File: src/pga_pkg.sv
// Package for the polygon area and bounding box accumulator.
// Holds the shared widths, flag structs and the saturating add; no dependencies.
package pga_pkg;

  localparam int COORD_BITS_DEF = 24;
  localparam int ACC_W          = 64;
  localparam int AREA_W         = 62;
  localparam int QUEUE_DEPTH    = 2;

  localparam logic signed [ACC_W-1:0] ACC_MAX   = {1'b0, {(ACC_W-1){1'b1}}};
  localparam logic signed [ACC_W-1:0] ACC_MIN   = {1'b1, {(ACC_W-1){1'b0}}};
  localparam logic signed [ACC_W-1:0] ACC_FLOOR = 64'sd2;

  // Flags of one incoming vertex.
  typedef struct packed {
    logic batch_end;
    logic path_end;
    logic clear_totals;
    logic batch_start;
  } vtx_flags_t;

  // Flags the back end still needs once the edge terms are formed.
  typedef struct packed {
    logic batch_end;
    logic clear_totals;
    logic batch_start;
  } job_flags_t;

  typedef struct packed {
    logic signed [ACC_W-1:0] sum;
    logic                    ovf;
  } acc_t;

  // Add with saturation at the signed accumulator limits.
  function automatic acc_t sat_add(input logic signed [ACC_W-1:0] a,
                                   input logic signed [ACC_W-1:0] b);
    logic [ACC_W:0] s;
    acc_t           r;
    s = {a[ACC_W-1], a} + {b[ACC_W-1], b};
    if (s[ACC_W] != s[ACC_W-1]) begin
      r.ovf = 1'b1;
      r.sum = s[ACC_W] ? ACC_MIN : ACC_MAX;
    end else begin
      r.ovf = 1'b0;
      r.sum = s[ACC_W-1:0];
    end
    return r;
  endfunction

endpackage

File: src/pga_front.sv
// Front end: path tracking, edge products and bounding box per vertex.
// Depends on pga_pkg.
module pga_front #(
  parameter int COORD_BITS = pga_pkg::COORD_BITS_DEF,
  parameter int TERM_W     = 2 * COORD_BITS + 2
) (
  input  logic                         clk,
  input  logic                         rst,
  input  logic                         accept,
  input  logic signed [COORD_BITS-1:0] vertex_x,
  input  logic signed [COORD_BITS-1:0] vertex_y,
  input  pga_pkg::vtx_flags_t          vflags,
  output logic signed [TERM_W-1:0]     term_a,
  output logic signed [TERM_W-1:0]     term_b,
  output logic [4*COORD_BITS-1:0]      box,
  output pga_pkg::job_flags_t          jflags
);

  localparam logic signed [COORD_BITS-1:0] CMAX = {1'b0, {(COORD_BITS-1){1'b1}}};
  localparam logic signed [COORD_BITS-1:0] CMIN = {1'b1, {(COORD_BITS-1){1'b0}}};

  logic signed [COORD_BITS-1:0] prev_x, prev_y, first_x, first_y;
  logic signed [COORD_BITS-1:0] min_x, max_x, min_y, max_y;
  logic                         in_path, path_negative;

  logic signed [COORD_BITS-1:0] first_x_next, first_y_next;
  logic signed [COORD_BITS-1:0] min_x_next, max_x_next, min_y_next, max_y_next;
  logic                         neg_eff, open_eff, closing;
  logic signed [COORD_BITS:0]   fa_sum, fa_dif, fb_sum, fb_dif;
  logic signed [TERM_W-1:0]     prod_a, prod_b;

  always_comb begin
    neg_eff  = vflags.batch_start ? 1'b0 : path_negative;
    open_eff = vflags.batch_start ? 1'b0 : in_path;
    closing  = vflags.path_end | vflags.batch_end;

    first_x_next = open_eff ? first_x : vertex_x;
    first_y_next = open_eff ? first_y : vertex_y;

    // Edge from the previous vertex, and the closing edge back to the first.
    fa_sum = {vertex_y[COORD_BITS-1], vertex_y} + {prev_y[COORD_BITS-1], prev_y};
    fa_dif = {vertex_x[COORD_BITS-1], vertex_x} - {prev_x[COORD_BITS-1], prev_x};
    fb_sum = {first_y_next[COORD_BITS-1], first_y_next} + {vertex_y[COORD_BITS-1], vertex_y};
    fb_dif = {first_x_next[COORD_BITS-1], first_x_next} - {vertex_x[COORD_BITS-1], vertex_x};
    prod_a = fa_sum * fa_dif;
    prod_b = fb_sum * fb_dif;

    term_a = open_eff ? (neg_eff ? -prod_a : prod_a) : '0;
    term_b = closing ? (neg_eff ? -prod_b : prod_b) : '0;

    if (vflags.batch_start && vflags.clear_totals) begin
      min_x_next = vertex_x;
      max_x_next = vertex_x;
      min_y_next = vertex_y;
      max_y_next = vertex_y;
    end else begin
      min_x_next = (vertex_x < min_x) ? vertex_x : min_x;
      max_x_next = (vertex_x > max_x) ? vertex_x : max_x;
      min_y_next = (vertex_y < min_y) ? vertex_y : min_y;
      max_y_next = (vertex_y > max_y) ? vertex_y : max_y;
    end

    box = {max_y_next, min_y_next, max_x_next, min_x_next};
    jflags.batch_end    = vflags.batch_end;
    jflags.clear_totals = vflags.clear_totals;
    jflags.batch_start  = vflags.batch_start;
  end

  always_ff @(posedge clk) begin
    if (rst) begin
      prev_x        <= '0;
      prev_y        <= '0;
      first_x       <= '0;
      first_y       <= '0;
      in_path       <= 1'b0;
      path_negative <= 1'b0;
      min_x         <= CMAX;
      max_x         <= CMIN;
      min_y         <= CMAX;
      max_y         <= CMIN;
    end else if (accept) begin
      prev_x        <= vertex_x;
      prev_y        <= vertex_y;
      first_x       <= first_x_next;
      first_y       <= first_y_next;
      in_path       <= ~closing;
      path_negative <= closing ? ~neg_eff : neg_eff;
      min_x         <= min_x_next;
      max_x         <= max_x_next;
      min_y         <= min_y_next;
      max_y         <= max_y_next;
    end
  end

endmodule

File: config.mk
export PLATFORM = sky130hd
export DESIGN_NAME = pga_front
export DESIGN_NICKNAME = d
export VERILOG_FILES = /design/src/pga_pkg.sv /design/src/pga_front.sv
export SDC_FILE = /design/constraint.sdc
export NUM_CORES = 2
export LEC_CHECK = 0
export BUFFER_PORTS_ARGS = -buffer_cell sky130_fd_sc_hd__buf_4
export CAP_MARGIN = 20
export CORE_UTILIZATION = 50
export DETAILED_ROUTE_END_ITERATION = 16
export PLACE_DENSITY = 0.66
export SLEW_MARGIN = 20
export SYNTH_ARGS = -nofsm -noshare
export SYNTH_HDL_FRONTEND = slang
export SYNTH_SLANG_ARGS = --single-unit
File: constraint.sdc
create_clock -name clk -period 11.4 [get_ports clk]
set_input_delay 0 -clock clk [delete_from_list [all_inputs] [get_ports clk]]
set_output_delay 0 -clock clk [all_outputs]
set_load 0.01 [all_outputs]
==> impl_table.tex <==
\begin{tabular}{lr}
\hline
Metric & Value \\
\hline
\multicolumn{2}{l}{\textbf{Critical path}} \\
\quad Largest stage delay, worst path & 0.57 ns \\
\quad CP Max Fanout & 9 \\
\quad Number of cells on the critical path & 43 \\
\quad Arrival time at the worst endpoint & 11.34 ns \\
\quad Kind of cell with the highest combined delay on the critical path & adder cells \\
\quad Critical Path Most Common Cell & fa\_1 \\
\quad Crit end category & primary output \\
\quad WP buf/inv & 7 \\
\quad Reg2Reg Depth & 13 \\
\quad Critical path startpoint category & register \\
\quad Critical-path top delay cell & fa\_1 \\
\quad Required @ worst endpoint & 11.40 ns \\
\quad Worst Setup Path Type & reg2out \\
\multicolumn{2}{l}{\textbf{Clocking}} \\
\quad Clock net sink count & 194 \\
\quad Longest Clk Path Bufs & 2 \\
\quad Insertion delay to the later sink of the worst-skew pair & 0.50 ns \\
\quad Number of buffers inserted during clock tree synthesis & 17 \\
\quad Library cell used as clock root buffer & clkbuf\_16 \\
\quad Worst-path clk slew & 0.08 ns \\
\quad Count of H-tree levels built during CTS & 4 \\
\quad CTS tree & done \\
\multicolumn{2}{l}{\textbf{Die}} \\
\quad Number of top-level design ports & 254 \\
\quad DIE WIDTH & 360.8 µm \\
\quad Initial core utilization & 50.41\% \\
\quad Core Area & 0.1277 mm² \\
\quad Die span in y & 360.8 µm \\
\quad Num rows & 131 \\
\quad Die Outline Area & 0.1302 mm² \\
\multicolumn{2}{l}{\textbf{Yosys}} \\
\quad Warnings from Yosys & 0 \\
\quad Dominant register cell in the synthesized netlist & dfxtp\_1 \\
\quad Synthesized netlist cell count & 7,627 \\
\quad Ys async rst share & 0\% \\
\quad Post-synthesis cell area & 0.06437 mm² \\
\quad Synthesized net count & 9,476 \\
\quad Distinct cells, synth & 101 \\
\quad Sequential area share after synthesis & 6.034\% \\
\quad Synthesized area per cell & 8.439 µm² \\
\quad Post-synth EDFFs & 0 \\
\quad Synthesized flop and latch total & 194 \\
\multicolumn{2}{l}{\textbf{Final layout}} \\
\quad Area taken by multi-input logic gates & 0.05599 mm² \\
\quad FF/Latch Area & 0.003886 mm² \\
\quad Highest-count cells in the layout ignoring fill and taps & inv\_1 (1,471), fa\_1 (1,302), nand2\_1 (945) \\
\quad Layout fillers & 11,476 \\
\quad Layout net count & 9,897 \\
\quad Proportion of layout cells with a drive suffix above 1 & 13.97\% \\
\quad Most common cell after layout, fill and taps aside & inv\_1 \\
\quad P\&R area growth vs syn & 14.98\% \\
\multicolumn{2}{l}{\textbf{Drt}} \\
\quad Wire length reported by the detailed router & 212,200 µm \\
\quad Via count & 55,163 \\
\quad Routed wire per std cell & 21.82 µm \\
\quad Number of DRC markers after the initial detailed-route iteration & 5,292 \\
\quad Number of search-and-repair iterations in the first detailed-routing pass & 8 \\
\quad DRC errors left & 0 \\
\quad Avg Vias per Cell & 5.672 \\
\quad Number of nets with antenna violations after routing & 0 \\
\multicolumn{2}{l}{\textbf{Timing}} \\
\quad Hold violation total from the final report & 0 \\
\quad Fin. max-slew vios & 0 \\
\quad Fraction of the cycle the final worst path needs & 99.48\% \\
\quad Highest achievable clock rate & 88.18 MHz \\
\quad Worst relative slew slack & 21.11\% \\
\quad Actual transition at the worst max-transition pin & 1.175 ns \\
\quad Maximum clock skew at final layout & 0.01780 ns \\
\quad Final hold slack & 0.03972 ns \\
\quad Time the worst path needs with I/O delays and setup & 11.34 ns \\
\quad Setup slack after layout & 0.05976 ns \\
\quad RSZ-0062 raised after global routing & true \\
\quad Final-report setup violation count & 0 \\
\multicolumn{2}{l}{\textbf{Placed design}} \\
\quad DPL Wire Length & 176,200 µm \\
\quad Worst slack at placement & -0.5195 ns \\
\quad Weighted congestion at the end of routability-driven global placement & 1.006 \\
\quad Quantity of I/O buffers inserted on ports & 253 \\
\multicolumn{2}{l}{\textbf{Min path}} \\
\quad Cell depth of the worst min-delay path & 2 \\
\quad Worst hold path class & in2reg \\
\multicolumn{2}{l}{\textbf{GRT}} \\
\quad Maximum number of pins on one net before global-route repair & 114 \\
\quad Final global-route overflow total & 0 \\
\quad Number of global-route vias before repair & 55,152 \\
\quad First-pass GRT wire length & 324,600 µm \\
\quad Tot GR Track Use & 32.38\% \\
\quad Number of antenna violations at the first check in global routing & 4 \\
\multicolumn{2}{l}{\textbf{Status}} \\
\quad Result of the run & complete, no violations \\
\multicolumn{2}{l}{\textbf{Run}} \\
\quad Number of violations of the max-capacitance limit & 0 \\
\hline
\end{tabular}
==> metrics by stage <==
stage               util, %   TNS, ns  std cells  instance area, µm²
global route          57.96    -1.689       9723               74010
detailed placement    54.80    -2.433       9541               69970
global placement      54.79    -1.057       9541               69960
finish                57.97         0       9725               74010
CTS                   56.10  -0.01579       9640               71630
floorplan                 -         0       7627               64380
==> cell usage after synthesis, types with 18 or more instances <==
master	instances	share of area (%)
nand2b_1	77	0.75
a31oi_1	31	0.30
mux2i_1	154	2.4
xor2_1	91	1.2
nand3_1	52	0.40
a211oi_1	28	0.33
a21oi_1	220	1.7
nand2_1	951	5.5
a21o_1	141	1.6
o21ai_0	242	1.9
nand4_1	55	0.53
and3_1	29	0.28
a211o_1	62	0.84
o31ai_1	21	0.24
inv_1	1482	8.6
fa_1	1320	41
o211ai_1	24	0.28
o21a_1	45	0.52
or2_2	28	0.27
or3_1	46	0.45
nor3_1	102	0.79
and2_1	128	1.2
o21bai_1	29	0.34
o21ai_1	18	0.14
nor2_1	799	4.7
nor2b_1	63	0.61
ha_1	474	9.2
xnor2_1	179	2.4
clkbuf_1	293	1.7
dfxtp_1	194	6.0
==> logic make-up after synthesis <==
| family | Yosys count | share of synthesized area, % |
|---|---|---|
| AOI/OAI and AO/OA | 986 | 10.26 |
| DFF | 194 | 6.034 |
| buffers and inverters | 1806 | 10.59 |
| xor gates and xnor gates | 270 | 3.674 |
| and+or+nand+nor | 2415 | 16.64 |
| muxes | 162 | 2.535 |
| adders and majority gates | 1794 | 50.27 |
==> worst paths after layout <==
path              startpoint          to  slack [ns]
setup reg to reg   max_y[23]    max_y[2]        7.03
hold / removal           rst   max_y[17]        0.04
hold reg to reg    min_y[19]   min_y[19]        0.47
setup / recovery     in_path  term_b[48]        0.06
==> metal layers <==
| layer | vias to the layer above | GRT usage [%] | part of all wire (%) |
|---|---|---|---|
| met5 | - | 0.5549 | 0.069 |
| met4 | 10 | 5.957 | 2.0 |
| met3 | 279 | 9.607 | 12 |
| met2 | 2653 | 48.01 | 42 |
| met1 | 27697 | 46.93 | 43 |
| li1 | 24524 | - | - |
==> layout make-up <==
type	instances	share of cell area, %
multi-input combinational	5630	75.65
clock inverter	14	0.2164
sequential	194	5.251
clock buffer	18	0.5799
tap	1662	2.810
timing repair buffer	719	7.947
inverter	1486	7.541
antenna	2	0.006762
==> registers in the layout, summed over array words and instances, names as in the netlist <==
name and flops:
first_x 24, path_negative 1, prev_y 24, first_y 24
min_x 24, min_y 24, max_x 24, prev_x 24
in_path 1, max_y 24
==> timing repair <==
action                                 in CTS  in global routing
gates resized for setup                    88                339
setup endpoints to repair                  43                 51
endpoints found under the hold margin     119                  0
buffers inserted                           17                 75
hold buffers                               48                  0
cloned                                      2                  7
pin swaps                                  17                111
Power is left out: the tool's default activity adds up to more than one toggle a clock period on the data nets, which glitch-free logic cannot reach.
