===== src/pga_queue.sv =====
// Short register queue between the front and back ends.
// Depends on nothing outside itself.
module pga_queue #(
  parameter int WIDTH = 8,
  parameter int DEPTH = 2
) (
  input  logic             clk,
  input  logic             rst,
  input  logic             push,
  input  logic [WIDTH-1:0] push_data,
  output logic             full,
  input  logic             pop,
  output logic             valid,
  output logic [WIDTH-1:0] pop_data
);

  localparam int PW = (DEPTH > 1) ? $clog2(DEPTH) : 1;
  localparam int CW = $clog2(DEPTH + 1);
  localparam logic [PW-1:0] LAST = PW'(DEPTH - 1);

  logic [WIDTH-1:0] entries [DEPTH];
  logic [PW-1:0]    wr_ptr, rd_ptr;
  logic [CW-1:0]    count;
  logic             do_push, do_pop;

  assign full     = (count == CW'(DEPTH));
  assign valid    = (count != '0);
  assign pop_data = entries[rd_ptr];
  assign do_push  = push & ~full;
  assign do_pop   = pop & valid;

  always_ff @(posedge clk) begin
    if (rst) begin
      wr_ptr <= '0;
      rd_ptr <= '0;
      count  <= '0;
    end else begin
      if (do_push) wr_ptr <= (wr_ptr == LAST) ? '0 : wr_ptr + 1'b1;
      if (do_pop)  rd_ptr <= (rd_ptr == LAST) ? '0 : rd_ptr + 1'b1;
      count <= count + CW'(do_push) - CW'(do_pop);
    end
  end

  always_ff @(posedge clk) begin
    if (do_push) entries[wr_ptr] <= push_data;
  end

endmodule


===== config.mk =====
export PLATFORM = sky130hd
export DESIGN_NAME = pga_queue
export DESIGN_NICKNAME = d
export VERILOG_FILES = /design/src/pga_queue.sv
export SDC_FILE = /design/constraint.sdc
export NUM_CORES = 1
export LEC_CHECK = 0
export ABC_AREA = 1
export BUFFER_PORTS_ARGS = -buffer_cell sky130_fd_sc_hd__buf_4
export CORE_MARGIN = 2
export CORE_UTILIZATION = 30
export CTS_BUF_LIST = sky130_fd_sc_hd__clkbuf_8
export DETAILED_ROUTE_END_ITERATION = 7
export SLEW_MARGIN = 20
export SYNTH_ARGS = -nofsm -noshare
export SYNTH_HDL_FRONTEND = slang
export SYNTH_SLANG_ARGS = --single-unit

===== constraint.sdc =====
create_clock -name clk -period 4.1 [get_ports clk]
set_input_delay 0.41 -clock clk [delete_from_list [all_inputs] [get_ports clk]]
set_output_delay 0.41 -clock clk [all_outputs]
set_load 0.03 [all_outputs]

==> results.tsv, run 1 <==
metric	value	unit
status	complete, no violations	
worst-path maximum fanout	8	
DR DRC count	0	
first-pass GRT wire length	1970	um
setup TNS	0	ps
Comb power frac	39.1	%
number of I/O pins	22	
Clock Path Buffers	2	
total CTS buffers	3	
ANT cells	0	
FF/Latch Area	581	sq um
net count after synthesis	78	
Hold Path Class	input pin to flip-flop	
worst skew pair latency	250	ps
final hold vios	0	
Synth Warn #	0	
FMAX	555	MHz
chip height	57.7	um
Rows	19	
average size of a mapped cell	13.5	sq um
RSZ-0062 raised after global routing	no	
Post CTS Setup Buffer Count	0	
core area	2760	sq um
post-DP HPWL	934	um
mux contribution to synthesized area	13.9	%
Fillers	280	
maximum VDD drop	417	uV
PwrDens	637	nW/um^2
vias	515	
total die area	3330	sq um
Post-Route WL	1230	um
fin crit share	44.0	%
Simple-Gate Fraction of Synth Area	9.39	%
largest net degree at the start of global routing	12	
grt total ovfl	0	
Net Sw Frac	34.2	%
post-synthesis sequential area ratio	67.1	%
Slew @ Worst Pin	658	ps
Yosys top cell by area	edfxtp_1	
Max Slew Vio Count	0	
switching pwr	0.239	mW
area share of fa/ha/maj cells after synthesis	2.89	%
initial antenna violation count	0	
starting density of the core	31.4	%
Port-buffer cells	21	
Post-DRT Antenna Nets	0	
top-area cell type share of the netlist area	55.5	%
CTS Root Cell	clkbuf_8	
Power Total	0.698	mW
Static Leakage	0.489	nW
post-synthesis cell type count	11	
Final GP Congestion	0.683	
first drt pass iteration count	5	
initial DRC count	4	
# Max-Cap Violations	0	
complex-gate fraction of the synthesized area	1.16	%
Synth Area in XOR/XNOR	0	%
Crit. End Element	output pin	
Critical Path AT	1390	ps
Clock transition at path regs	70	ps
Die X	57.7	um
clock share of power	17.6	%
sequential power share	43.3	%
multi-input logic area	236	sq um
GR Util All Layers	7.85	%
crit start category	flip-flop	
post-route minimum period	1800	ps
Worst Clk Skew	0.681	ps
post-cts resize count	0	
WL/cell	10.3	um
clk sinks	21	
via/cell ratio	4.33	
Syn-to-layout area delta	26.6	%
Setup Crit Path Kind	flip-flop to output pin	
H-tree depth	1	
WP data required	3690	ps
Max-slew headroom	55.9	%
Post-Syn Area	866	sq um
Mapped Cells	64	
Synth Register Bits	21	
Hold Buf Count CTS	0	
final-stage net count	103	
share of cells above drive strength 1	37.5	%
main combinational cell family by area after synthesis	multiplexers	
cell-internal power	0.459	mW
CTS tree	done	
Setup violations, final	0	
Area contributors post-synth	edfxtp_1 (55%), mux2_4 (14%), dfxtp_1 (12%)	
vias in the first global route	477	
state kept, by name, indices dropped and copies added (netlist names), named ones only:
signal,count
entries,16
rd_ptr,1
count,2
wr_ptr,1
critical path, stage by stage (launching register included):
cell	delay (ps)
dfxtp_1	640
mux2_4	340
buf_4	170
power by group through the flow:
stage | Sequential (mW) | Combinational (mW) | Clock, mW
3_3_place_gp | 0.306 | 0.272 | 0
3_5_place_dp | 0.307 | 0.274 | 0
6_report | 0.302 | 0.273 | 0.123
4_1_cts | 0.303 | 0.275 | 0.129
2_1_floorplan | 0.291 | 0.213 | 0
5_1_grt | 0.307 | 0.302 | 0.139
kinds of logic after synthesis:
| group | Yosys count |
|---|---|
| flops | 21 |
| simple gates | 20 |
| buf+inv | 11 |
| mux | 8 |
| compound gates | 2 |
| fa+ha+maj | 2 |
placed cells by master, fill, tap and decap left out, drive strengths merged:
cell    Yosys  routed
mux2        8       8
clkbuf      0       3
buf         1      21
nand3       3       3
nand2       8       8
ha          2       2
dfxtp       5       5
edfxtp     16      16
inv        10      11
nor2        9       9
a21oi       2       2
area by class of cell:
| cell class | count | share of cell area, % |
|---|---|---|
| clock buffer | 3 | 3.77 |
| clock inverter | 1 | 0.342 |
| inverter | 10 | 3.42 |
| multi-input combinational | 32 | 21.6 |
| sequential | 21 | 53.0 |
| tap | 31 | 3.54 |
| timing repair buffer | 21 | 14.4 |
routing by layer:
layer  vias to the layer above  share of wire, %  global-route usage, %  wire length, um
met1                       233                43                   9.59              527
li1                        262                 -                      -                -
met2                        20                50                   13.3              615
met5                         -                 0                      0                0
met3                         0               7.2                   1.34               89
met4                         0                 0                   3.99                0
worst paths after layout:
check	end	from	cells after the start	slack [ps]
worst min-delay path	count[0]	rst	2	320
worst max register to register	count[1]	count[0]	10	2560
worst min register to register	rd_ptr	rd_ptr	2	520
worst max-delay path	pop_data[7]	flip-flop	2	2300
cells in the mapped netlist:
master	n
dfxtp_1	5
nand3_1	3
ha_1	2
nand2_1	8
buf_6	1
nor2_1	8
edfxtp_1	16
mux2_4	8
inv_1	10
a21oi_1	2
nor2_2	1
per-stage QoR:
stage                     setup WS [ps]  util [%]  area, sq um  cells  hold slack [ps]
after floorplan                    2690         -          866     64              467
after detailed placement           2550      38.1         1050    115              487
after CTS                          2270      39.7         1100    119              310
after global routing               2210      39.7         1100    119              310
after global placement             2550      38.1         1050    115              485
final                              2300      39.7         1100    119              317
Power figures use the tool's default switching activity.
==> run 2, diff against run 1 <==
==> constraint.sdc (replaced) <==
create_clock -name clk -period 1.58 [get_ports clk]
set_input_delay 0.158 -clock clk [delete_from_list [all_inputs] [get_ports clk]]
set_output_delay 0.158 -clock clk [all_outputs]
set_load 0.03 [all_outputs]
==> results.tsv, run 2 (synthesized netlist as in run 1, its figures left out) <==
metric	value	unit	change
commonest non-fill, non-tap cell in the layout	buf_4		
CP Buf/Inv Count	3		+2
Syn-to-layout area delta	29.2	%	
PwrDens	1670	nW/um^2	+160%
WL/cell	11.3	um	+9.5%
crit start category	flip-flop		
vias in the first global route	527		+10%
Hold Buf Count CTS	0		unchanged
clk sinks	21		unchanged
initial antenna violation count	0		unchanged
Power Total	1.87	mW	+170%
biggest regs	entries x16, count x2		
initial DRC count	12		+8
Slew @ Worst Pin	336	ps	-322 ps
Static Leakage	0.498	nW	+2.0%
via/cell ratio	4.36		+0.64%
Worst Clk Skew	1.70	ps	+1.02 ps
max FFs per register	16		unchanged
worst skew pair latency	250	ps	about the same
final core occ	40.6	%	+0.82 points
Fillers	254		-9.3%
first drt pass iteration count	4		-1
fin crit share	92.4	%	
WHS	49.7	ps	-268 ps
grt total ovfl	0		unchanged
worst-path maximum fanout	4		-4
core area	2760	sq um	unchanged
Post CTS Setup Buffer Count	0		unchanged
Critical Path AT	1610	ps	+220 ps
Post-Route WL	1370	um	+11%
# Max-Cap Violations	0		unchanged
GR Util All Layers	8.98	%	+1.1 points
Rows	19		unchanged
CTS Root Cell	clkbuf_8		
FMAX	685	MHz	
dpl ws	47.0	ps	-2500 ps
post-route minimum period	1460	ps	
commonest non-fill, non-tap cells in the layout	buf_4 (23), edfxtp_1 (16), inv_1 (10), nor2_1 (8), mux2_4 (8)		
Port-buffer cells	21		unchanged
CP max stage cell	dfxtp_2		
CP most frequent cell	inv_1		
Crit. End Element	flip-flop		
H-tree depth	1		unchanged
largest net degree at the start of global routing	13		+1
CP max stage delay	340	ps	-300 ps
WP data required	1730	ps	-1960 ps
reg2reg setup slack	120	ps	-2440 ps
Clock transition at path regs	70	ps	about the same
final hold vios	0		unchanged
vias	527		+2.3%
CTS tree	done		
Max Slew Vio Count	0		unchanged
post-DP HPWL	1040	um	+12%
share of cells above drive strength 1	43.3	%	+5.8 points
total die area	3330	sq um	unchanged
ANT cells	0		unchanged
Top reg by flops	entries		
first-pass GRT wire length	2150	um	+9.1%
Post-DRT Antenna Nets	0		unchanged
post-cts resize count	0		unchanged
Max-slew headroom	77.6	%	+22 points
final-stage net count	105		+1.9%
chip height	57.7	um	unchanged
Clock Path Buffers	2		unchanged
Final WS setup	120	ps	-2180 ps
Critical Path, Cell by Cell	inv_1 -> nand2_2 -> nand2_2 -> ha_1 -> inv_1 -> ha_1 -> inv_1 -> nand2_1 -> a21oi_1 -> nor2_1		
starting density of the core	31.4	%	unchanged
status	complete, no violations		
Final GP Congestion	0.637		-6.8%
Hold Path Class	input pin to flip-flop		
Setup Crit Path Kind	flip-flop to flip-flop		
Setup violations, final	0		unchanged
total CTS buffers	3		unchanged
number of I/O pins	22		unchanged
Largest delay share family, worst path	adder cells		
DR DRC count	0		unchanged
maximum VDD drop	928	uV	+120%
Die X	57.7	um	unchanged
-- run 2: worst register-to-register path: stages, from the launching register on --
cell and delay, ps:
dfxtp_2 340, inv_1 60, nand2_2 80, nand2_2 60, ha_1 270, inv_1 40
ha_1 190, inv_1 60, nand2_1 60, a21oi_1 150, nor2_1 60
-- run 2: routing by layer --
metal	wire length, um	vias to the layer above	track usage (%)
met2	698	18	15.4
met5	0	-	0
met3	97	0	4.46
met4	0	0	4.32
li1	-	264	-
met1	575	245	9.01
-- run 2: layout make-up --
cell class / instances / area [sq um] / area share, %
clock buffers: 3 / 41.3 / 3.69
flip-flops and latches: 21 / 582 / 52.0
well taps: 31 / 38.8 / 3.47
multi-input cells: 32 / 241 / 21.6
clock inverters: 1 / 5.00 / 0.447
inverters: 10 / 37.5 / 3.36
repair buffers: 23 / 173 / 15.4
-- run 2: path summary, 6_finish.rpt --
check / from / end / depth (start not counted)
worst max register to register: count[0] / count[1] / 10
worst max-delay path: count[0] / count[1] / 10
worst min-delay path: rst / count[0] / 2
worst min register to register: rd_ptr / rd_ptr / 2
-- run 2: report_power, final --
group | leakage [nW] | total, mW | switching (mW) | internal, mW
sequential | 0.191 | 0.757 | 0.0439 | 0.713
clock | 0.0255 | 0.339 | 0.163 | 0.175
combinational | 0.282 | 0.773 | 0.443 | 0.330
total | 0.498 | 1.87 | 0.650 | 1.22
-- run 2: metrics by stage --
| stage | TNS, ps | cells | cell area [sq um] |
|---|---|---|---|
| final | 0 | 121 | 1120 |
| after global routing | -0.616 | 121 | 1120 |
| after CTS | 0 | 121 | 1110 |
| after detailed placement | 0 | 117 | 1070 |
| after global placement | 0 | 117 | 1070 |
| after floorplan | 0 | 64 | 866 |
==> run 3, diff against run 2 <==
--- a/config.mk
+++ b/config.mk
@@ -8,9 +8,11 @@
 export ABC_AREA = 1
 export BUFFER_PORTS_ARGS = -buffer_cell sky130_fd_sc_hd__buf_4
 export CORE_MARGIN = 2
-export CORE_UTILIZATION = 30
+export CORE_UTILIZATION = 48
 export CTS_BUF_LIST = sky130_fd_sc_hd__clkbuf_8
 export DETAILED_ROUTE_END_ITERATION = 7
+export PLACE_DENSITY = 0.76
+export RECOVER_POWER = 100
 export SLEW_MARGIN = 20
 export SYNTH_ARGS = -nofsm -noshare
 export SYNTH_HDL_FRONTEND = slang
==> constraint.sdc (replaced) <==
create_clock -name clk -period 1.58 [get_ports clk]
set_input_delay 0.158 -clock clk [delete_from_list [all_inputs] [get_ports clk]]
set_output_delay 0.158 -clock clk [all_outputs]
set_load 0.05 [all_outputs]
==> results.tsv, run 3 (synthesized netlist as in run 1, its figures left out) <==
metric	value	unit	change
status	complete, no violations		
reg2reg start	count[0]		
first drt pass iteration count	2		-2
Setup Crit Path Kind	flip-flop to flip-flop		
fin crit share	93.0	%	+0.62 points
FMAX	680	MHz	-0.66%
H-tree depth	1		unchanged
max FFs per register	16		unchanged
commonest non-fill, non-tap cells in the layout	edfxtp_1 (16), buf_4 (15), inv_1 (10)		
R2R cell count	10		unchanged
Port-buffer cells	21		unchanged
CTS Root Cell	clkbuf_8		
Hold Buf Count CTS	0		unchanged
Critical Path, Cell by Cell	inv_1 -> nand2_2 -> nand2_1 -> ha_1 -> inv_1 -> ha_1 -> inv_1 -> nand2_1 -> a21oi_1 -> nor2_1		
Setup violations, final	0		unchanged
DR DRC count	0		unchanged
initial antenna violation count	0		unchanged
chip height	46.5	um	-19%
Max Slew Vio Count	0		unchanged
final core occ	64.9	%	+24 points
grt total ovfl	0		unchanged
GR Util All Layers	13.2	%	+4.2 points
via/cell ratio	4.45		+2.2%
Slew @ Worst Pin	345	ps	+9.26 ps
WP data required	1730	ps	about the same
Static Leakage	0.497	nW	-0.33%
setup TNS	0	ps	unchanged
Placement Cell Area	1060	sq um	-0.70%
Top reg by flops	entries		
highest routed layer	met3		
CP max stage cell	dfxtp_2		
final hold vios	0		unchanged
Worst Clk Skew	2.91	ps	+1.21 ps
worst-path maximum fanout	4		unchanged
final-stage net count	105		unchanged
met3 wire len	83	um	-14%
crit start category	flip-flop		
Clock transition at path regs	70	ps	about the same
commonest non-fill, non-tap cell in the layout	edfxtp_1		
Syn-to-layout area delta	28.0	%	
number of I/O pins	22		unchanged
Critical Path AT	1620	ps	about the same
maximum VDD drop	950	uV	+2.4%
FF/Latch Area	582	sq um	unchanged
Post-Route WL	1250	um	-8.5%
Clock Path Buffers	2		unchanged
CTS tree	done		
worst skew pair latency	250	ps	about the same
largest net degree at the start of global routing	13		unchanged
post-layout instance area	1110	sq um	-0.89%
hold depth	2		unchanged
Post-DRT Antenna Nets	0		unchanged
total CTS buffers	3		unchanged
post-route minimum period	1470	ps	+9.74 ps
CP max stage delay	340	ps	about the same
Crit. End Element	flip-flop		
Hold Path Class	input pin to flip-flop		
vias in the first global route	437		-17%
vias	512		-2.8%
Fillers	137		-46%
biggest regs	entries x16, count x2		
first-pass GRT wire length	1810	um	-16%
initial DRC count	3		-9
Post CTS Setup Buffer Count	0		unchanged
post-DP HPWL	943	um	-9.6%
WL/cell	10.9	um	-3.8%
reg2reg setup slack	110	ps	about the same
Rows	15		-4
ANT cells	0		unchanged
Met1 Wirelength	529	um	-8.0%
met2 WL	642	um	-8.0%
# Max-Cap Violations	0		unchanged
CP most frequent cell	inv_1		
core area	1710	sq um	-38%
Max-slew headroom	76.9	%	-0.62 points
clk sinks	21		unchanged
Worst R2R End	count[1]		
Die X	46.5	um	-19%
Hold EP	count[0]		
share of cells above drive strength 1	42.2	%	-1.1 points
PwrDens	1810	nW/um^2	+8.2%
total die area	2160	sq um	-35%
starting density of the core	50.7	%	+19 points
Final GP Congestion	0.741		+16%
Worst Hold Launch	rst		
multi-input logic area	239	sq um	-1.0%
==> run 3: cell count changes in the layout (fill, tap and decap cells not counted), sizes merged <==
cell and change:
buf -8, clkbuf +8
==> run 3: critical path: cells and delay by family, from the launching register on <==
family | cells | cell delay [ps]
buf+inv | 3 | 160
simple gates | 4 | 270
fa+ha+maj | 2 | 460
flops | 1 | 340
compound gates | 1 | 140
==> run 3: repair_timing <==
| action | CTS | global route |
|---|---|---|
| resized for setup | 0 | 2 |
| endpoints found under the setup margin | 0 | 1 |
| hold endpoints to repair | 0 | 0 |
==> run 3: cell type report <==
type                            count  area share (%)
Clock buffer                        3            3.72
Clock inverter                      1           0.451
Inverter                           10            3.39
Multi-Input combinational cell     32            21.6
Sequential cell                    21            52.5
Tap cell                           25            2.82
Timing Repair Buffer               23            15.6
==> run 3: worst max path at each step <==
stage	slack (ps)	from	end
3_3_place_gp	100	count[0]	count[1]
6_report	110	count[0]	count[1]
3_5_place_dp	60	count[0]	count[1]
5_1_grt	-0.3	count[0]	count[1]
4_1_cts	50	count[0]	count[1]
2_1_floorplan	170	count[0]	count[1]
==> run 3: per-stage QoR <==
step	hold slack, ps	instances	setup slack, ps	total power, mW
after detailed placement	329	111	61.7	1.68
after global routing	44.8	115	-0.273	2.13
after floorplan	229	64	173	1.45
after global placement	323	111	102	1.66
after CTS	55.8	115	51.3	2.02
final	62.1	115	110	2.00
==> run 3: metal layers <==
metal / vias up / global-route usage (%)
li1: 267 / -
met1: 232 / 14.9
met2: 13 / 20.3
met3: 0 / 6.67
met4: 0 / 6.86
met5: - / 0
==> run 3: where the power goes <==
group	internal, mW	switching, mW
Combinational	0.331	0.582
Clock	0.175	0.160
Sequential	0.713	0.0431
