### src/pga_pkg.sv
// Package for the polygon area and bounding box accumulator.
// Holds the shared widths, flag structs and the saturating add; no dependencies.
package pga_pkg;

  localparam int COORD_BITS_DEF = 24;
  localparam int ACC_W          = 64;
  localparam int AREA_W         = 62;
  localparam int QUEUE_DEPTH    = 2;

  localparam logic signed [ACC_W-1:0] ACC_MAX   = {1'b0, {(ACC_W-1){1'b1}}};
  localparam logic signed [ACC_W-1:0] ACC_MIN   = {1'b1, {(ACC_W-1){1'b0}}};
  localparam logic signed [ACC_W-1:0] ACC_FLOOR = 64'sd2;

  // Flags of one incoming vertex.
  typedef struct packed {
    logic batch_end;
    logic path_end;
    logic clear_totals;
    logic batch_start;
  } vtx_flags_t;

  // Flags the back end still needs once the edge terms are formed.
  typedef struct packed {
    logic batch_end;
    logic clear_totals;
    logic batch_start;
  } job_flags_t;

  typedef struct packed {
    logic signed [ACC_W-1:0] sum;
    logic                    ovf;
  } acc_t;

  // Add with saturation at the signed accumulator limits.
  function automatic acc_t sat_add(input logic signed [ACC_W-1:0] a,
                                   input logic signed [ACC_W-1:0] b);
    logic [ACC_W:0] s;
    acc_t           r;
    s = {a[ACC_W-1], a} + {b[ACC_W-1], b};
    if (s[ACC_W] != s[ACC_W-1]) begin
      r.ovf = 1'b1;
      r.sum = s[ACC_W] ? ACC_MIN : ACC_MAX;
    end else begin
      r.ovf = 1'b0;
      r.sum = s[ACC_W-1:0];
    end
    return r;
  endfunction

endpackage

### src/pga_back.sv
// Back end: saturating area accumulation, result formation and output register.
// Depends on pga_pkg.
module pga_back #(
  parameter int COORD_BITS = pga_pkg::COORD_BITS_DEF,
  parameter int TERM_W     = 2 * COORD_BITS + 2
) (
  input  logic                             clk,
  input  logic                             rst,
  input  logic                             q_valid,
  input  logic signed [TERM_W-1:0]         term_a,
  input  logic signed [TERM_W-1:0]         term_b,
  input  logic [4*COORD_BITS-1:0]          box,
  input  pga_pkg::job_flags_t              jflags,
  output logic                             q_pop,
  output logic                             out_valid,
  input  logic                             out_ready,
  output logic [pga_pkg::AREA_W-1:0]       out_area,
  output logic [4*COORD_BITS-1:0]          out_box,
  output logic                             out_sat
);

  localparam int EXT = pga_pkg::ACC_W - TERM_W;

  logic signed [pga_pkg::ACC_W-1:0] area_sum, base, ext_a, ext_b, final_sum;
  logic                             sat_flag, sat_base;
  pga_pkg::acc_t                    s1, s2;

  always_comb begin
    q_pop    = q_valid & (~jflags.batch_end | ~out_valid | out_ready);
    base     = (jflags.batch_start && jflags.clear_totals) ? '0 : area_sum;
    sat_base = jflags.batch_start ? 1'b0 : sat_flag;
    ext_a    = {{EXT{term_a[TERM_W-1]}}, term_a};
    ext_b    = {{EXT{term_b[TERM_W-1]}}, term_b};
    // Path edge first, then the closing edge, as two ordered saturating adds.
    s1 = pga_pkg::sat_add(base, ext_a);
    s2 = pga_pkg::sat_add(s1.sum, ext_b);
    final_sum = s2.sum;
    if (jflags.batch_end && (s2.sum < pga_pkg::ACC_FLOOR)) final_sum = pga_pkg::ACC_FLOOR;
  end

  always_ff @(posedge clk) begin
    if (rst) begin
      area_sum  <= '0;
      sat_flag  <= 1'b0;
      out_valid <= 1'b0;
    end else begin
      if (q_pop) begin
        area_sum <= final_sum;
        sat_flag <= sat_base | s1.ovf | s2.ovf;
      end
      if (q_pop && jflags.batch_end) out_valid <= 1'b1;
      else if (out_ready)            out_valid <= 1'b0;
    end
  end

  always_ff @(posedge clk) begin
    if (q_pop && jflags.batch_end) begin
      out_area <= final_sum[pga_pkg::AREA_W:1];
      out_box  <= box;
      out_sat  <= sat_base | s1.ovf | s2.ovf;
    end
  end

endmodule

### config.mk
export PLATFORM = sky130hd
export DESIGN_NAME = pga_back
export DESIGN_NICKNAME = d
export VERILOG_FILES = /design/src/pga_pkg.sv /design/src/pga_back.sv
export SDC_FILE = /design/constraint.sdc
export NUM_CORES = 1
export LEC_CHECK = 0
export BUFFER_PORTS_ARGS = -buffer_cell sky130_fd_sc_hd__buf_2
export CAP_MARGIN = 40
export CORE_MARGIN = 2
export CORE_UTILIZATION = 50
export CTS_CLUSTER_DIAMETER = 100
export DETAILED_ROUTE_END_ITERATION = 8
export PLACE_DENSITY = 0.77
export SYNTH_ARGS = -nofsm -noshare
export SYNTH_HDL_FRONTEND = slang
export SYNTH_SLANG_ARGS = --single-unit
### constraint.sdc
create_clock -name clk -period 12.1 [get_ports clk]
set_input_delay 3.025 -clock clk [delete_from_list [all_inputs] [get_ports clk]]
set_output_delay 3.025 -clock clk [all_outputs]
set_load 0.005 [all_outputs]
==> flow_summary_export.csv, run 1 <==
group,metric,value,unit
outcome,status,"finished, final reports clean",
global_route,grt_pass1_wl,93000,um
placement,place_congestion,1.02,
cts,cts_hold_buffers,0,
cts,cts_resized,0,
cts,clk_latency,0.53,ns
yosys,synth_cell_types,82,
critical_path,crit_path_max_incr_delay,0.45,ns
drt,wl,62200,um
timing,slew_violations,0,
yosys,synth_flop_cell,"edfxtp_1",
timing,rsz0062_at_grt,"yes",
placement,dpl.cell_count,2871,
global_route,grt_antenna_before_repair,4,
critical_path,end_kind,"register",
cells_and_area,multiInputGateArea,0.0103,mm^2
yosys,ys_seq_elements,225,
critical_path,cpMostUsedCell,"buf_4",
timing,period_share,95.3,%
critical_path,cp-start-kind,"input port",
cts,clkSinkCount,225,
timing,worst_pin_slew,0.870,ns
cells_and_area,stdcell_count,2916,
cts,clock_tree.root_cell,"clkbuf_16",
yosys,postSynth.asyncResetShare,0,%
yosys,syn_nets,2216,
cells_and_area,final_common_cell,"buf_2",
cells_and_area,seq_area,0.00610,mm^2
floorplan,rows,67,
placement,numPortBuffers,363,
drt,drtIter0Drc,1383,
drt,drc,0,
yosys,syn_area_per_cell,8.94,um^2
job,cap_violations,0,
drt,vias,17300,
drt,firstDrtPassIters,6,
critical_path,crit_type,"in2reg",
global_route,grtUsageTotal,34.0,%
drt,viasPerCell,5.94,
critical_path,slowest_stage,"nor3_1",
yosys,synth.cell_area,0.0168,mm^2
critical_path,cp_max_fo,33,
floorplan,start_util,50.4,%
cts,htreeDepth,1,
cts,numCtsBuffers,24,
cells_and_area,nets,2782,
global_route,grt_pass1_vias,16600,
timing,max_freq,86.7,MHz
cts,cts_tree,"done",
yosys,yosysSeqAreaShare,36.2,%
drt,drtAntennaViolNets,0,
yosys,synth_edf_count,159,
cts,clockBufferDepth,3,
cells_and_area,fillCellCount,2825,
floorplan,chipWidth,187,um
floorplan,core_area,0.0334,mm^2
critical_path,cp.arrival,11.81,ns
yosys,synth_cells,1883,
floorplan,die-area,0.0351,mm^2
timing,hold_violations,0,
worst_hold_path,holdCritPathClass,"reg2reg",
floorplan,ios,364,
timing,setup_viol,0,
floorplan,fp.dieH,187,um
cells_and_area,final_cell_mix,"buf_2 (364), a21oi_1 (254), buf_4 (251), nor2_1 (235), edfxtp_1 (159)",
global_route,grt_max_degree,69,
cells_and_area,syn2layout_area_growth,28.8,%
cts,post_cts.repair.setup_buffers,0,
timing,min_period,11.54,ns
yosys,yosys_warnings,0,
timing,max_slew_margin,42.0,%
cts,path_clk_slew,0.06,ns
placement,place_hpwl,50700,um
critical_path,cp_data_required_time,12.37,ns
cells_and_area,drive_above_1_share,30.0,%
global_route,gr-total-overflow,0,
drt,wl_per_cell,21.3,um
timing,fin_skew,0.00911,ns
-- worst paths after layout --
check | slack [ns] | depth (start not counted) | endpoint | start
hold reg to reg | 0.51 | 2 | area_sum[53] | area_sum[53]
setup / recovery | 0.56 | 41 | out_area[44] | jflags[0]
setup reg to reg | 3.01 | 37 | out_area[44] | area_sum[0]
hold / removal | 0.51 | 2 | area_sum[53] | area_sum[53]
-- state kept, by name, indices dropped and copies added, names as in the netlist --
signal / flops
sat_flag: 1
out_area: 62
out_sat: 1
out_box: 96
area_sum: 64
out_valid: 1
-- stage by stage --
step / setup TNS [ns] / cell area [um^2] / hold WS, ns / worst slack, ns / utilization [%]
3_3_place_gp: 0 / 20900 / 0.497 / 0.152 / 62.6
2_1_floorplan: 0 / 16800 / 0.432 / 0.983 / -
3_5_place_dp: 0 / 20900 / 0.499 / 0.0140 / 62.7
4_1_cts: 0 / 21700 / 0.516 / 0.510 / 64.9
6_report: 0 / 21700 / 0.512 / 0.563 / 65.0
5_1_grt: -0.0553 / 21700 / 0.531 / -0.0168 / 65.0
-- metal layers --
metal  track usage, %  part of all wire [%]  vias up
met2             55.6                    45      782
met1             43.4                    41     8169
met3             4.71                   7.2      181
met5                0                 0.014        -
met4             19.4                   6.3        2
li1                 -                     -     8183
-- cell type report --
cell class              instances  share of cell area, %
diodes                          2                 0.0231
clock buffers                  35                   3.15
clock inverters                 8                  0.196
inverters                      34                  0.623
multi-input cells            1538                   47.3
flip-flops and latches        225                   28.1
well taps                     448                   2.59
repair buffers                626                   18.0
-- kinds of logic (layout without fill, tap and decap cells) --
kind of cell,count (synthesis),count (layout),synth area share (%)
compound gates,657,657,26.4
simple gates,627,627,17.9
flops,225,225,36.2
fa+ha+maj,144,144,10.6
buf+inv,120,703,3.09
xor+xnor,107,107,5.57
mux,3,3,0.178
other cells,0,2,0
-- cells in the mapped netlist (13+ instances only) --
master	count	area (um^2)
nor3_1	25	125
nor2b_1	19	119
nor4_1	15	93.8
o21a_1	16	120
a21o_1	63	473
nand4_1	32	200
inv_1	33	124
o21bai_1	25	188
maj3_1	14	140
xnor2_1	68	596
a211oi_2	60	751
ha_1	128	1600
xor2_1	39	342
nor2_1	237	890
and3_1	17	106
nand2_1	118	443
edfxtp_1	159	4770
and2_1	73	457
dfxtp_1	66	1320
nand2b_1	21	131
nand3_1	33	165
a31oi_1	21	131
a21oi_1	255	1280
clkbuf_1	71	267
o21ai_0	94	470
o211ai_1	13	97.6
a211oi_1	16	120
-- critical path, delay by kind of cell --
kind,cells,cell delay (ns)
AOI/OAI and AO/OA,15,3.19
and+or+nand+nor,14,3.04
buffers and inverters,9,1.66
adders and majority gates,2,0.63
xor gates and xnor gates,1,0.19
Power of run 1 is left out: the tool's default activity adds up to more than one toggle a clock period on the data nets, which glitch-free logic cannot reach.
==> inputs of run 2 (changes only) <==
--- a/config.mk
+++ b/config.mk
@@ -11,6 +11,7 @@
 export CORE_UTILIZATION = 50
 export CTS_CLUSTER_DIAMETER = 100
 export DETAILED_ROUTE_END_ITERATION = 8
+export GPL_TIMING_DRIVEN = 0
 export PLACE_DENSITY = 0.77
 export SYNTH_ARGS = -nofsm -noshare
 export SYNTH_HDL_FRONTEND = slang
==> flow_summary_export.csv, run 2 (synthesized netlist as in run 1, its figures left out) <==
group,metric,value,unit
placement,numPortBuffers,363,
worst_hold_path,holdCritPathClass,"reg2reg",
global_route,grt_max_degree,85,
critical_path,cp-start-kind,"input port",
floorplan,fp.dieH,187,um
critical_path,crit_path_max_incr_delay,0.53,ns
drt,wl,64100,um
cells_and_area,drive_above_1_share,25.2,%
timing,hold_violations,0,
cells_and_area,registers.top_by_ff_count,"out_box",
cells_and_area,fillCellCount,2991,
cts,cts_hold_buffers,0,
cts,cts_tree,"done",
placement,place_area,0.0193,mm^2
critical_path,r2r_cells,35,
worst_hold_path,hold_depth,2,
drt,viasPerCell,6.11,
cells_and_area,final_cell_mix,"buf_2 (367), a21oi_1 (250), nor2_1 (235), edfxtp_1 (159), ha_1 (125)",
cts,numCtsBuffers,25,
outcome,status,"finished, final reports clean",
placement,place_ws,-2.72,ns
critical_path,slowest_stage,"or4_4",
floorplan,rows,67,
critical_path,worst_r2r_endpoint,"out_area[44]",
timing,setup_viol,0,
cells_and_area,multiInputGateArea,0.0106,mm^2
cells_and_area,design_area,0.0206,mm^2
global_route,grt_pass1_wl,94900,um
timing,min_period,11.81,ns
timing,fin_skew,0.0202,ns
critical_path,crit_type,"in2reg",
drt,drtAntennaViolNets,0,
critical_path,reg2reg_slack,2.91,ns
drt,wl_per_cell,23.3,um
drt,drtIter0Drc,1243,
cts,clockBufferDepth,3,
timing,setup_ws,0.289,ns
global_route,grt_antenna_before_repair,2,
drt,vias,16800,
placement,place_hpwl,51800,um
timing,fin_tns_setup,0,ns
critical_path,end_kind,"register",
critical_path,rr_startpoint,"area_sum[0]",
timing,period_share,97.6,%
job,cap_violations,0,
floorplan,chipWidth,187,um
floorplan,start_util,50.4,%
critical_path,cp.arrival,12.09,ns
cts,htreeDepth,1,
drt,firstDrtPassIters,5,
cells_and_area,final_common_cell,"buf_2",
critical_path,cp_max_fo,11,
cells_and_area,top_regs,"out_box: 96 flops, area_sum: 64 flops, out_area: 62 flops",
placement,place_congestion,0.970,
worst_hold_path,hp-start,"area_sum[62]",
cts,clock_tree.root_cell,"clkbuf_16",
drt,drc,0,
global_route,grtUsageTotal,35.4,%
global_route,grt_pass1_vias,16100,
timing,worst_pin_slew,0.922,ns
cells_and_area,largest_register_ffs,96,
floorplan,core_area,0.0334,mm^2
timing,fin_hold_ws,0.484,ns
global_route,gr-total-overflow,0,
cells_and_area,nets,2617,
worst_hold_path,holdPathEnd,"area_sum[62]",
timing,max_freq,84.7,MHz
critical_path,cp_data_required_time,12.37,ns
cells_and_area,seq_area,0.00610,mm^2
cells_and_area,syn2layout_area_growth,22.6,%
cts,clk_latency,0.55,ns
timing,max_slew_margin,38.5,%
timing,slew_violations,0,
floorplan,ios,364,
cts,clkSinkCount,225,
cts,path_clk_slew,0.06,ns
floorplan,die-area,0.0351,mm^2
==> run 2: cell types whose count changed in the layout (fill, tap and decap cells not counted), sizes merged <==
cell and change:
bufinv +4, inv +2, clkinv +1, diode +3, clkbuf +55, buf -226
==> run 2: per-stage QoR <==
step	utilization, %	cells
after CTS	61.0	2750
after detailed placement	57.7	2697
final	61.9	2755
after global routing	61.8	2752
after global placement	57.6	2694
after floorplan	-	1883
==> run 2: cell type report <==
cell class | instances | area share (%)
Antenna cell | 5 | 0.0606
Buffer | 79 | 2.05
Clock buffer | 30 | 3.12
Clock inverter | 15 | 0.915
Inverter | 34 | 0.643
Multi-Input combinational cell | 1538 | 51.3
Sequential cell | 225 | 29.5
Tap cell | 448 | 2.72
Timing Repair Buffer | 381 | 9.67
==> run 2: what timing repair did <==
item	CTS	global route
buffers inserted	10	4
pin swaps	8	15
hold endpoints to repair	0	0
resized for setup	51	66
setup endpoints to repair	127	126
==> run 2: worst max-delay path by stage <==
stage                    from            to
global placement    jflags[0]  out_area[57]
floorplan           jflags[0]  out_area[49]
detailed placement  jflags[0]  out_area[57]
CTS                 jflags[0]  out_area[57]
finish              jflags[0]  out_area[44]
global route        jflags[0]  out_area[35]
==> run 2: critical path: cells and delay by family <==
| family | cells | cell delay (ns) |
|---|---|---|
| adder cells (fa/ha/maj) | 2 | 0.76 |
| AO/OA/AOI/OAI | 15 | 3.34 |
| XOR/XNOR | 2 | 0.42 |
| buffers and inverters | 6 | 1.28 |
| AND/OR/NAND/NOR | 13 | 3.22 |
==> run 2: metal layers <==
| layer | global-route usage (%) | wire length (um) | vias up |
|---|---|---|---|
| met5 | 0 | 0 | - |
| met4 | 18.1 | 3250 | 0 |
| met3 | 6.08 | 4990 | 141 |
| met2 | 58.9 | 30100 | 773 |
| met1 | 44.3 | 25800 | 8043 |
| li1 | - | - | 7866 |
Power of run 2 is left out for the same reason.
==> inputs of run 3 (changes only) <==
--- a/config.mk
+++ b/config.mk
@@ -12,7 +12,7 @@
 export CTS_CLUSTER_DIAMETER = 100
 export DETAILED_ROUTE_END_ITERATION = 8
 export GPL_TIMING_DRIVEN = 0
-export PLACE_DENSITY = 0.77
+export PLACE_DENSITY = 0.75
 export SYNTH_ARGS = -nofsm -noshare
 export SYNTH_HDL_FRONTEND = slang
 export SYNTH_SLANG_ARGS = --single-unit
==> flow_summary_export.csv, run 3 (synthesized netlist as in run 1, its figures left out) <==
group,metric,value,unit
drt,drtIter0Drc,1364,
cells_and_area,drive_above_1_share,24.8,%
job,cap_violations,0,
cells_and_area,fillCellCount,2994,
floorplan,core_area,0.0334,mm^2
floorplan,rows,67,
timing,setup_viol,0,
timing,period_share,98.8,%
drt,drc,0,
cts,htreeDepth,1,
global_route,grt_max_degree,91,
drt,wl,64400,um
cells_and_area,final_cell_mix,"buf_2 (369), a21oi_1 (246), nor2_1 (234), edfxtp_1 (159), ha_1 (127)",
timing,max_slew_margin,41.2,%
placement,numPortBuffers,363,
floorplan,die-area,0.0351,mm^2
cells_and_area,final_common_cell,"buf_2",
critical_path,cp_max_fo,10,
critical_path,r2r_cells,36,
critical_path,crit_type,"in2reg",
drt,drtAntennaViolNets,0,
critical_path,setup.worst_path.end,"out_area[39]",
floorplan,start_util,50.4,%
critical_path,crit_start,"jflags[1]",
critical_path,crit_path_max_incr_delay,0.55,ns
critical_path,slowest_stage,"or4_1",
cells_and_area,finish.utilization,61.5,%
timing,worst_pin_slew,0.883,ns
cells_and_area,top_regs,"out_box: 96 flops, area_sum: 64 flops, out_area: 62 flops",
global_route,grtUsageTotal,35.4,%
critical_path,end_kind,"register",
cts,clk_latency,0.55,ns
cts,clock_tree.root_cell,"clkbuf_16",
cts,path_clk_slew,0.06,ns
floorplan,ios,364,
cells_and_area,registers.top_by_ff_count,"out_box",
drt,viasPerCell,6.12,
critical_path,worst_r2r_endpoint,"out_area[39]",
cts,cts_tree,"done",
cells_and_area,largest_register_ffs,96,
drt,firstDrtPassIters,5,
critical_path,cpMostUsedCell,"o21ai_2",
worst_hold_path,holdCritPathClass,"reg2reg",
critical_path,cp-start-kind,"input port",
timing,hold_violations,0,
global_route,grt_pass1_wl,95800,um
critical_path,rr_startpoint,"area_sum[0]",
floorplan,fp.dieH,187,um
timing,slew_violations,0,
timing,min_period,11.95,ns
cts,numCtsBuffers,24,
cts,cts_hold_buffers,0,
timing,fin_hold_ws,0.493,ns
cells_and_area,syn2layout_area_growth,21.9,%
cts,clkSinkCount,225,
timing,fin_skew,0.0236,ns
outcome,status,"finished, final reports clean",
critical_path,cp_data_required_time,12.37,ns
timing,max_freq,83.7,MHz
global_route,gr-total-overflow,0,
drt,vias,16900,
placement,place_hpwl,52000,um
drt,wl_per_cell,23.4,um
global_route,grt_pass1_vias,16100,
cells_and_area,nets,2618,
critical_path,cp.arrival,12.22,ns
global_route,grt_antenna_before_repair,3,
critical_path,reg2reg_slack,2.76,ns
cts,clockBufferDepth,3,
floorplan,chipWidth,187,um
placement,place_congestion,0.976,
run 3: cell types whose count changed in the layout (fill, tap and decap cells not counted), sizes merged:
cell      delta
inv          -2
buf          +4
clkinvlp     -1
bufinv       -1
clkbuf       +1
diode        -3
run 3: area by class of cell:
class | count | area [um^2] | share of cell area (%)
antenna | 2 | 5.00 | 0.0244
buffer | 80 | 429 | 2.09
clock buffer | 33 | 634 | 3.09
clock inverter | 11 | 138 | 0.671
inverter | 34 | 133 | 0.646
multi-input combinational | 1538 | 10500 | 51.3
sequential | 225 | 6100 | 29.7
tap | 448 | 561 | 2.73
timing repair buffer | 382 | 1990 | 9.70
run 3: per-layer routing:
layer / vias up / global-route usage [%] / share of wire (%)
li1: 7849 / - / -
met1: 8162 / 45.2 / 41
met2: 724 / 60.6 / 47
met3: 126 / 5.55 / 7.2
met4: 0 / 13.6 / 4.3
met5: - / 0 / 0
run 3: worst min-delay path by stage:
stage / startpoint / end / slack, ns / depth (start not counted)
global route: area_sum[42] / area_sum[42] / 0.52 / 2
global placement: area_sum[62] / area_sum[62] / 0.47 / 2
CTS: area_sum[62] / area_sum[62] / 0.48 / 2
detailed placement: area_sum[62] / area_sum[62] / 0.48 / 2
floorplan: area_sum[62] / area_sum[62] / 0.43 / 2
finish: area_sum[62] / area_sum[62] / 0.49 / 2
run 3: critical path: cells and delay by family:
family	cells	cell delay (ns)
adder cells (fa/ha/maj)	3	0.96
buffers and inverters	6	1.18
AO/OA/AOI/OAI	16	3.57
AND/OR/NAND/NOR	12	3.03
XOR/XNOR	2	0.41
run 3: through the flow:
step | setup slack, ns | area [um^2] | setup TNS (ns) | cells
3_5_place_dp | -2.87 | 19300 | -348.62 | 2698
4_1_cts | 0.00562 | 20300 | 0 | 2748
2_1_floorplan | 0.983 | 16800 | 0 | 1883
5_1_grt | -0.0599 | 20500 | -0.976 | 2752
3_3_place_gp | -3.57 | 19200 | -439.82 | 2694
6_report | 0.150 | 20500 | 0 | 2753
run 3: what timing repair did:
item                       CTS  global route
setup endpoints to repair  127           126
resized for setup           49            60
buffers inserted             7             8
pin swaps                    6            12
Power of run 3 is left out for the same reason.
